--- config.mk ---
export PLATFORM = sky130hd
export DESIGN_NAME = vrt_divider
export DESIGN_NICKNAME = d
export VERILOG_FILES = /design/src/hdl/vrt_pkg.sv /design/src/hdl/vrt_divider.sv
export SDC_FILE = /design/constraint.sdc
export NUM_CORES = 1
export LEC_CHECK = 0
export ABC_AREA = 1
export ABC_CLOCK_PERIOD_IN_PS = 4100
export BUFFER_PORTS_ARGS = -buffer_cell sky130_fd_sc_hd__buf_4
export CAP_MARGIN = 0
export CORE_MARGIN = 3
export CORE_UTILIZATION = 53
export DETAILED_ROUTE_END_ITERATION = 10
export PLACE_DENSITY = 0.81
export SETUP_SLACK_MARGIN = 0.1
export SLEW_MARGIN = 15
export SYNTH_ARGS = -nofsm -noshare
export SYNTH_HDL_FRONTEND = slang
export SYNTH_SLANG_ARGS = --single-unit
--- constraint.sdc ---
create_clock -name clk -period 4.1 [get_ports clk]
set_input_delay 0 -clock clk [delete_from_list [all_inputs] [get_ports clk]]
set_output_delay 0 -clock clk [all_outputs]
set_load 0.02 [all_outputs]
--- src/hdl/vrt_pkg.sv ---
// Package: shared constants, types and codes for the voxel ray traversal block.
package vrt_pkg;
	localparam int FRAC_BITS_DEF = 16;
	localparam int BLOCK_ID_BITS_DEF = 8;
	localparam int TIME_W = 40;
	localparam logic [TIME_W-1:0] TIME_MAX = {TIME_W{1'b1}};

	localparam logic [1:0] KIND_QUERY = 2'd0;
	localparam logic [1:0] KIND_HIT = 2'd1;
	localparam logic [1:0] KIND_MISS = 2'd2;
	localparam logic [1:0] KIND_IDLE = 2'd3;

	localparam logic [2:0] FACE_TOP = 3'd0;
	localparam logic [2:0] FACE_BOT = 3'd1;
	localparam logic [2:0] FACE_NORTH = 3'd2;
	localparam logic [2:0] FACE_SOUTH = 3'd3;
	localparam logic [2:0] FACE_EAST = 3'd4;
	localparam logic [2:0] FACE_WEST = 3'd5;

	// Request to the shared divider: numerator and divisor, 64 bits each.
	typedef struct packed {
		logic        start;
		logic [63:0] num;
		logic [63:0] den;
	} vrt_div_req_t;

	typedef struct packed {
		logic        done;
		logic [63:0] quo;
	} vrt_div_rsp_t;
endpackage

--- src/hdl/vrt_divider.sv ---
// Shared restoring divider, one quotient bit per cycle.
module vrt_divider
	import vrt_pkg::*;
(
	input  logic         clk,
	input  logic         arst_n,
	input  vrt_div_req_t req,
	output vrt_div_rsp_t rsp
);
	logic [63:0] quo_q;
	logic [63:0] rem_q;
	logic [63:0] den_q;
	logic [6:0]  cnt_q;
	logic        busy_q;
	logic        done_q;
	logic [64:0] trial;

	assign trial = {rem_q, quo_q[63]} - {1'b0, den_q};

	// Shift one numerator bit into the remainder each cycle while busy.
	always_ff @(posedge clk or negedge arst_n) begin
		if (!arst_n) begin
			busy_q <= 1'b0;
			done_q <= 1'b0;
			cnt_q <= '0;
		end else begin
			done_q <= 1'b0;
			if (req.start) begin
				busy_q <= 1'b1;
				cnt_q <= 7'd0;
			end else if (busy_q) begin
				cnt_q <= cnt_q + 7'd1;
				if (cnt_q == 7'd63) begin
					busy_q <= 1'b0;
					done_q <= 1'b1;
				end
			end
		end
	end

	always_ff @(posedge clk) begin
		if (req.start) begin
			quo_q <= req.num;
			rem_q <= '0;
			den_q <= req.den;
		end else if (busy_q) begin
			if (!trial[64] && (rem_q[63] == 1'b0)) begin
				rem_q <= trial[63:0];
				quo_q <= {quo_q[62:0], 1'b1};
			end else if (rem_q[63]) begin
				rem_q <= trial[63:0];
				quo_q <= {quo_q[62:0], 1'b1};
			end else begin
				rem_q <= {rem_q[62:0], quo_q[63]};
				quo_q <= {quo_q[62:0], 1'b0};
			end
		end
	end

	assign rsp.done = done_q;
	assign rsp.quo = quo_q;
endmodule

==> metrics, run 1 <==
max cap viols=0; Int Pwr=slightly below 4 mW; distinct cell type count after synthesis=35; antenna violations before repair=0; clk_skew=approximately 0.011 ns; Clk Latency, worst-skew pair=approximately 0.54 ns; WS Path Type=register to register; filler instances=~2100; # port buffers=~200; first-pass GRT wire length=roughly 77 mm; Worst Reg-to-Reg Cells=17; Warnings, synthesis=0; 1st-iter DRT viols=around 1500; Clock transition at path regs=approximately 0.06 ns; syn_nets=roughly 2400; crit path time final=3.37 ns; peak supply drop=approximately 0.34 mV; Vias/cell=roughly 5.3; routed wire length=~50 mm; clock sink total=approximately 200; CTS Buffer Depth=3; post-synthesis simple-gate area fraction=37.5%; Placed Cells incl. Taps=around 2700; clock network fraction of design power=about two fifths; starting density of the core=54.1%; worst setup path start=den_q[0]; combinational family with the most area after synthesis=simple AND/OR/NAND/NOR gates; Final #Nets=2675; reg2reg start=den_q[0]; P&R area growth vs syn=27.2%; DRC=0; Hold Path Class=input pin to register; Critical Path AT=roughly 3.8 ns; cell area after synthesis=0.0141 mm²; LEAKAGE=roughly 9.5 nW; PwrDens=296 mW/mm²; Comb power frac=16.1%; CTS tree=built; GR Overflow Total=0; die area=0.0286 mm²; die height=around 170 µm; FF+latch count, synth=roughly 200; CP Max Fanout=89; Core ar.=roughly 0.026 mm²; commonest cells after routing, fill and taps aside=nand2_1, inv_1, buf_4; max-slew violations=0; Root Driver=clkbuf_16; detailed placement HPWL=between 30 and 40 mm; Psw=1.46 mW; Crit. End Element=register; htree depth=1; post-synthesis cell count=between 2000 and 2500; sequential area share after synthesis=between 30 and 40%; mux share of post-synthesis cell area=0%; Synth Area in Compound Gates=between 4 and 5%; GRT Resource Usage Total=between 30% and 40%; setup TNS=0 ns; share of cells above drive strength 1=a little over a tenth; fin crit share=between 80% and 90%; most common cell after layout, fill and taps aside=nand2_1; syn_area_per_cell=about 6.5 µm²; diodes inserted=0; worst reg2reg endpoint=rem_q[9]; Finished Layout Cells=2829; Post-Synth XOR/XNOR Area=~1.9%; largest net degree at the start of global routing=90; actual slew at the worst max-slew pin=between 1 and 1.5 ns; Reg2Reg Setup Slack=between 0.7 and 0.8 ns; CP Launch Type=register; Cell Rows=between 50 and 60; RSZ-0062 raised after global routing=no; CP required=roughly 4.5 ns; final setup fails=0; Critical Path Sink=rem_q[9]; final hold viol count=0; DRT Pass-1 Iters=8; Synth Area in Adders=5.91%; vias post-DR=14900; Switching Share=27.4%; part of the power in registers=between 40 and 50%; vias in the first global route=~15000; status=complete, no violations; fin area=roughly 0.018 mm²; # IOs=~200; Post-CTS Repair Setup Buffers=0; wire length per cell=between 15 and 20 µm; max frequency=roughly 0.30 GHz; Chip Width=approximately 170 µm; Placement Cell Area=between 0.015 and 0.02 mm²; number of routed nets with antenna violations=0; post-CTS sizing=0; Worst slew margin=21.5%; CTS Buf Count=23; RePlAce Congestion=a little under 1
[worst min-delay path by stage]
stage,cells after the start,start,slack [ns],to
6_report,2,req[18],0.18,den_q[18]
2_1_floorplan,0,arst_n,-0.30,busy_q
3_3_place_gp,1,arst_n,-0.17,cnt_q[5]
5_1_grt,2,req[50],0.18,den_q[50]
4_1_cts,2,req[54],0.16,den_q[54]
3_5_place_dp,1,arst_n,-0.17,cnt_q[6]
[power groups by stage]
stage / registers (mW) / clock network (mW) / logic [mW]
global placement: 2.38 / 0 / 0.710
finish: 2.35 / 2.11 / 0.853
floorplan: 2.44 / 0 / 0.329
global route: 2.36 / 2.17 / 0.926
detailed placement: 2.38 / 0 / 0.723
CTS: 2.34 / 2.11 / 0.826
[Yosys cell counts (all sizes together)]
cell type | number | area (µm²)
nand2 | 890 | 3350
inv | 412 | 1550
nor2 | 175 | 677
nand3 | 173 | 888
edfxtp | 128 | 3840
ha | 65 | 813
dfxtp | 64 | 1280
a21oi | 59 | 299
o21ai | 40 | 200
clkbuf | 30 | 113
xnor2 | 29 | 254
nand4 | 19 | 119
nand3b | 17 | 128
nor3 | 17 | 95.1
buf | 15 | 108
dfrtp | 9 | 225
o21bai | 9 | 67.6
xor2 | 2 | 17.5
a21o | 1 | 7.51
a31oi | 1 | 6.26
and2 | 1 | 6.26
clkinv | 1 | 3.75
fa | 1 | 20.0
nand2b | 1 | 6.26
nor4 | 1 | 12.5
[through the flow]
stage	power [mW]	utilization (%)	hold slack, ns	worst slack (ns)
global placement	3.09	60.8	-0.172	0.928
CTS	5.28	68.8	0.157	0.763
floorplan	2.77	-	-0.296	1.04
detailed placement	3.10	60.8	-0.170	0.800
finish	5.31	68.8	0.176	0.735
global route	5.46	68.8	0.177	0.521
[routing by layer]
layer | routed length, µm | vias to the layer above | part of all wire [%] | track usage, %
met3 | 4880 | 125 | 9.7 | 7.15
li1 | - | 7266 | - | -
met1 | 21000 | 6768 | 42 | 46.1
met4 | 2540 | 0 | 5.1 | 15.6
met5 | 0 | - | 0 | 0
met2 | 21700 | 751 | 43 | 53.8
[critical path, cell delays in order, from the launching register on]
cell      delay, ns
edfxtp_1       0.41
ha_1           0.24
fa_1           0.42
inv_1          0.13
nand2_1        0.06
nand2_1        0.07
nand3_1        0.10
nand2_2        0.13
nand2_1        0.07
nand2_2        0.11
nand2_1        0.08
nand2_2        0.09
nand2_2        0.07
nand3_4        0.06
buf_4          0.78
nand2_1        0.15
nand3_1        0.15
o21ai_0        0.09
[kinds of logic (layout without fill, tap and decap cells)]
kind of cell | after synthesis | in the layout
buffers and inverters | 458 | 792
adder cells (fa/ha/maj) | 66 | 66
AO/OA/AOI/OAI | 110 | 110
AND/OR/NAND/NOR | 1294 | 1294
flip-flops | 201 | 201
XOR/XNOR | 31 | 31
[sequential cells by signal, indices dropped and copies added (netlist names)]
register and count:
den_q 64, quo_q 64, rem_q 64, cnt_q 7
busy_q 1, done_q 1
[cell type report]
| type | count | area [µm²] | share of cell area [%] |
|---|---|---|---|
| tap | 335 | 419 | 2.34 |
| inverter | 413 | 1550 | 8.66 |
| sequential | 201 | 5350 | 29.8 |
| clock inverter | 6 | 76.3 | 0.426 |
| timing repair buffer | 338 | 2870 | 16.0 |
| multi-input combinational | 1501 | 6990 | 39.0 |
| clock buffer | 35 | 672 | 3.75 |
[what timing repair did]
item / CTS / global route
hold endpoints to repair: 139 / 0
setup endpoints to repair: 0 / 0
hold buffers: 132 / 0
Power figures use the tool's default switching activity.
==> run 2, diff against run 1 <==
ABC_AREA = 0   (was 1)
ABC_CLOCK_PERIOD_IN_PS = 3000   (was 4100)
CORE_UTILIZATION = 52   (was 53)
PLACE_DENSITY = 0.83   (was 0.81)
clock period = 3 ns   (was 4.1 ns; I/O delays follow)
==> metrics, run 2 <==
clk_skew=0.00920 ns (-0.00213 ns); first-pass GRT wire length=58.2 mm (-25%); DP Worst Slack=-0.131 ns (-0.931 ns); minimum hold slack=0.0904 ns (-0.0854 ns); met3 wire length=3.13 mm (-36%); Chip Width=159 µm (-6.2%); sequential area share after synthesis=44.2% (+6.2 points); Cell Rows=55 (-6.8%); Post-synth EDFFs=128 (unchanged); vias post-DR=11200 (-25%); RePlAce Congestion=0.943 (-2.7%); syn_area_per_cell=10.0 µm² (+53%); CTS tree=built; CP Max Fanout=6 (-93%); final worst slack=-0.115 ns (-0.850 ns); dominant cell type by area after synthesis=edfxtp_1; GR Overflow Total=0 (unchanged); DRC=0 (unchanged); WL met2=18.7 mm (-14%); max layer used=met4; max cap viols=0 (unchanged); WS Path Type=register to register; P&R area growth vs syn=45.2%; htree depth=1 (unchanged); share of cells above drive strength 1=35.1% (+24 points); # port buffers=195 (unchanged); final hold viol count=0 (unchanged); peak supply drop=0.459 mV (+33%); status=complete, but fails checks; 1st-iter DRT viols=889 (-41%); final core occ=77.2% (+8.4 points); largest net degree at the start of global routing=82 (-8.9%); cell area after synthesis=0.0121 mm² (-14%); wire length per cell=20.0 µm (+13%); Core ar.=0.0228 mm² (-13%); most common cell in the synthesized netlist=nand2_1; failing checks=setup timing; max-slew violations=0 (unchanged); CP required=3.43 ns (-1.08 ns); DRT Pass-1 Iters=5 (-3); # IOs=196 (unchanged); syn_nets=1407 (-40%); fin crit share=104% (+22 points); Clock transition at path regs=0.06 ns (about the same); Crit. End Element=register; Finished Layout Cells=1943 (-31%); die area=0.0252 mm² (-12%); most common flop cell mapped by yosys=edfxtp_1; Placed Cells incl. Taps=1735 (-35%); clock sink total=201 (unchanged); FF+latch count, synth=201 (unchanged); number of routed nets with antenna violations=0 (unchanged); RSZ-0062 raised after global routing=yes; Vias/cell=5.78 (+9.7%); antenna violations before repair=0 (unchanged); most common cell after layout, fill and taps aside=buf_4; distinct cell type count after synthesis=80 (+130%); crit path time final=3.11 ns (-0.250 ns); Warnings, synthesis=0 (unchanged); actual slew at the worst max-slew pin=0.718 ns (-0.459 ns); CP Launch Type=register; Root Driver=clkbuf_16; commonest cells after routing, fill and taps aside=buf_4, nand2_1, dlygate4sd3_1; max frequency=0.321 GHz (+8.0%); ys async rst share=4.48% (unchanged); GRT Resource Usage Total=29.0% (-5.3 points); Hold Path Class=input pin to register; Metal-1 WL=15.5 mm (-26%); die height=159 µm (-6.2%); synth top area cells=edfxtp_1, dfxtp_1, ha_1; post-synthesis cell count=1210 (-44%); Clk Latency, worst-skew pair=0.54 ns (about the same); Yosys top cell area share=31.7% (+4.4 points); final setup fails=56 (+56); routed wire length=38.9 mm (-22%); LEAKAGE=7.51 nW (-21%); setup TNS=-3.39 ns (-3.39 ns); PwrDens=874 mW/mm² (+200%); CTS Buffer Depth=3 (unchanged); starting density of the core=53.2% (-0.88 points); filler instances=1375 (-35%); Final #Nets=1809 (-32%); CTS Buf Count=23 (unchanged); Post-synth top cells=nand2_1, edfxtp_1, nor2_1; Worst slew margin=52.1% (+31 points); detailed placement HPWL=24.9 mm (-31%); Largest regs=den_q: 64 flops, quo_q: 64 flops, rem_q: 64 flops; vias in the first global route=11200 (-24%); Critical Path AT=3.55 ns (-0.22 ns)
run 2: cell count changes in the layout (fill, tap and decap cells not counted), moves of 33 or more:
| cell | change |
|---|---|
| a21o_1 | +33 |
| a311oi_2 | +43 |
| buf_4 | +87 |
| inv_1 | -323 |
| mux2_2 | +63 |
| nand2_1 | -747 |
| nand3_1 | -157 |
| nor2_1 | -70 |
run 2: worst max-delay path, stage by stage, from the launching register on:
cell      delay [ns]
edfxtp_1        0.41
inv_2           0.09
ha_4            0.14
fa_2            0.22
nor2b_2         0.06
o31a_1          0.34
o311ai_4        0.31
a21oi_2         0.11
o21ai_2         0.16
nand3_2         0.13
o211ai_4        0.22
and2_4          0.23
buf_12          0.13
buf_12          0.12
nand2_1         0.07
a311oi_2        0.27
run 2: cell families (layout without fill, tap and decap cells):
family | count (synthesis) | in the layout | synth area share, %
AOI/OAI and AO/OA | 313 | 313 | 20.0
xor gates and xnor gates | 53 | 53 | 3.83
adders and majority gates | 66 | 66 | 6.88
buffers and inverters | 151 | 568 | 5.56
DFF | 201 | 201 | 44.2
muxes | 70 | 70 | 6.44
other | 0 | 1 | 0
and+or+nand+nor | 356 | 358 | 13.1
run 2: metrics by stage:
step	power [mW]	cell area, µm²
3_5_place_dp	10.4	14400
2_1_floorplan	8.37	12200
5_1_grt	16.1	17600
6_report	15.4	17600
4_1_cts	14.2	16900
3_3_place_gp	10.2	14400
run 2: cell type report:
type / instances / area [µm²] / area share, %
multi-input cells: 860 / 6810 / 38.7
diodes: 1 / 2.50 / 0.0142
repair buffers: 447 / 3940 / 22.4
clock buffers: 34 / 678 / 3.86
inverters: 79 / 297 / 1.69
well taps: 313 / 392 / 2.23
clock inverters: 8 / 116 / 0.662
flip-flops and latches: 201 / 5360 / 30.4
run 2: routing by layer:
layer  up-vias  GRT usage, %
met1      5302          37.0
met5         -             0
li1       5227             -
met2       595          49.6
met3       111          5.98
met4         0          9.30
run 2: worst paths after layout:
check                           from         to  slack [ns]  cells after the start
max in group asynchronous     arst_n     busy_q        2.15                      3
min in group asynchronous     arst_n   cnt_q[2]        0.51                      3
setup / recovery           quo_q[63]  rem_q[23]       -0.11                     15
setup reg to reg           quo_q[63]  rem_q[23]       -0.11                     15
hold / removal              req[128]   cnt_q[3]        0.09                      2
hold reg to reg             rem_q[9]   rem_q[9]        0.48                      2
run 2: repair_timing:
| action | CTS | global route |
|---|---|---|
| setup buffers | 14 | 14 |
| endpoints found under the hold margin | 137 | 0 |
| cloned | 4 | 4 |
| resized for setup | 42 | 113 |
| setup endpoints to repair | 65 | 65 |
| pin swaps | 32 | 65 |
| hold buffers | 130 | 0 |
run 2: power breakdown:
| part | internal (mW) | total, mW | switching, mW |
|---|---|---|---|
| Clock | 1.76 | 2.97 | 1.21 |
| Sequential | 3.53 | 4.04 | 0.507 |
| Combinational | 3.93 | 8.36 | 4.44 |
==> run 3, diff against run 2 <==
ABC_CLOCK_PERIOD_IN_PS = 2700   (was 3000)
HOLD_SLACK_MARGIN = 0.06   (was unset)
SKIP_CTS_REPAIR_TIMING = 1   (was unset)
clock period = 2.7 ns   (was 3 ns; I/O delays follow)
==> metrics, run 3 (synthesized netlist as in run 2, its figures left out) <==
CP max stage delay=0.36 ns (-0.05 ns); Placement Cell Area=0.0154 mm² (+7.3%); # IOs=196 (unchanged); detailed placement HPWL=26.2 mm (+5.0%); Critical Path AT=3.74 ns (+0.19 ns); sequence of cells on the critical path=inv_1 > ha_1 > nor2b_1 > o2111ai_2 > a211oi_2 > nor3_1 > nor4_2 > buf_4 > o211ai_2 > a21oi_2 > nor3_1 > or3b_1 > a32o_1; Hold Path Class=input pin to register; vias in the first global route=11000 (-1.8%); failing checks=setup timing; largest net degree at the start of global routing=77 (-6.1%); commonest cells after routing, fill and taps aside=buf_4, nand2_1, dlygate4sd3_1; htree depth=1 (unchanged); minimum hold slack=0.0666 ns (-0.0238 ns); CTS tree=built; diodes inserted=0 (-1); vias post-DR=11900 (+5.9%); Crit path max-delay family=simple AND/OR/NAND/NOR gates; max-slew violations=0 (unchanged); first-pass GRT wire length=54.6 mm (-6.2%); CP Max Fanout=3 (-3); LEAKAGE=8.07 nW (+7.6%); CP Launch Type=register; starting density of the core=53.2% (unchanged); GR Overflow Total=0 (unchanged); Final #Nets=1936 (+7.0%); Chip Width=159 µm (unchanged); number of routed nets with antenna violations=0 (unchanged); clk_skew=0.0189 ns (+0.00975 ns); wire length per cell=19.9 µm (-0.70%); fin area=0.0182 mm² (+3.5%); max cap viols=0 (unchanged); slowest cell on the critical path=or3b_1; DRT Pass-1 Iters=6 (+1); RePlAce Congestion=0.978 (+3.7%); DRC=0 (unchanged); Crit. End Element=register; die area=0.0252 mm² (unchanged); Pwr Total=17.8 mW (+15%); routed wire length=41.1 mm (+5.8%); peak supply drop=0.834 mV (+82%); Cell Rows=55 (unchanged); # port buffers=195 (unchanged); Vias/cell=5.75 (-0.59%); P&R area growth vs syn=50.3%; Top cell by count, worst path=nor3_1; DP Worst Slack=-0.456 ns (-0.324 ns); status=complete, but fails checks; actual slew at the worst max-slew pin=0.814 ns (+0.0961 ns); final hold viol count=0 (unchanged); PwrDens=975 mW/mm² (+12%); crit path time final=3.32 ns (+0.205 ns); final worst slack=-0.620 ns (-0.505 ns); die height=159 µm (unchanged); Core ar.=0.0228 mm² (unchanged); Clock transition at path regs=0.07 ns (about the same); fin crit share=123% (+19 points); RSZ-0062 raised after global routing=yes; CTS Buffer Depth=3 (unchanged); Root Driver=clkbuf_16; Worst slew margin=45.7% (-6.4 points); GRT Resource Usage Total=27.0% (-2.1 points); Buf/Inv on CP=2 (-1); 1st-iter DRT viols=1045 (+18%); WS Path Type=register to register; CTS Buf Count=24 (+4.3%); share of cells above drive strength 1=38.2% (+3.1 points); CP required=3.12 ns (-0.31 ns); most common cell after layout, fill and taps aside=buf_4; max frequency=0.301 GHz (-6.2%); clock sink total=201 (unchanged); antenna violations before repair=0 (unchanged); Largest regs=den_q: 64 flops, quo_q: 64 flops, rem_q: 64 flops; final setup fails=65 (+16%); Clk Latency, worst-skew pair=0.54 ns (about the same)
==> run 3: per-stage QoR <==
| stage | cells | utilization (%) | TNS, ns |
|---|---|---|---|
| floorplan | 1210 | - | -15.93 |
| global placement | 1878 | 67.7 | -12.74 |
| detailed placement | 1878 | 67.7 | -24.53 |
| CTS | 1922 | 71.1 | -27.61 |
| global route | 2070 | 79.9 | -33.13 |
| finish | 2070 | 79.9 | -26.38 |
==> run 3: where the power goes <==
| group | switching (mW) | internal [mW] |
|---|---|---|
| combinational | 5.22 | 5.03 |
| clock | 1.38 | 1.75 |
| sequential | 0.453 | 3.92 |
| total | 7.05 | 10.7 |
==> run 3: worst paths after layout <==
kind                       startpoint         to  slack [ns]  cells past startpoint
min in group asynchronous      arst_n   cnt_q[4]        0.49                      3
setup / recovery             den_q[1]  rem_q[57]       -0.62                     13
max in group asynchronous      arst_n     busy_q        1.89                      3
setup reg to reg             den_q[1]  rem_q[57]       -0.62                     13
hold / removal               req[128]  den_q[33]        0.07                      1
hold reg to reg              cnt_q[6]     done_q        0.49                      1
==> run 3: metal layers <==
metal / wire [µm] / vias up / global-route usage (%)
li1: - / 5497 / -
met1: 15600 / 5612 / 32.9
met2: 20400 / 647 / 46.7
met3: 3230 / 143 / 6.39
met4: 1890 / 0 / 9.67
met5: 0 / - / 0
==> run 3: layout make-up <==
type / instances / area (µm²)
Inverter: 79 / 297
Fill cell: 1302 / 4570
Sequential cell: 201 / 5350
Clock buffer: 27 / 612
Multi-Input combinational cell: 862 / 6570
Timing Repair Buffer: 571 / 4830
Tap cell: 313 / 392
Clock inverter: 17 / 151
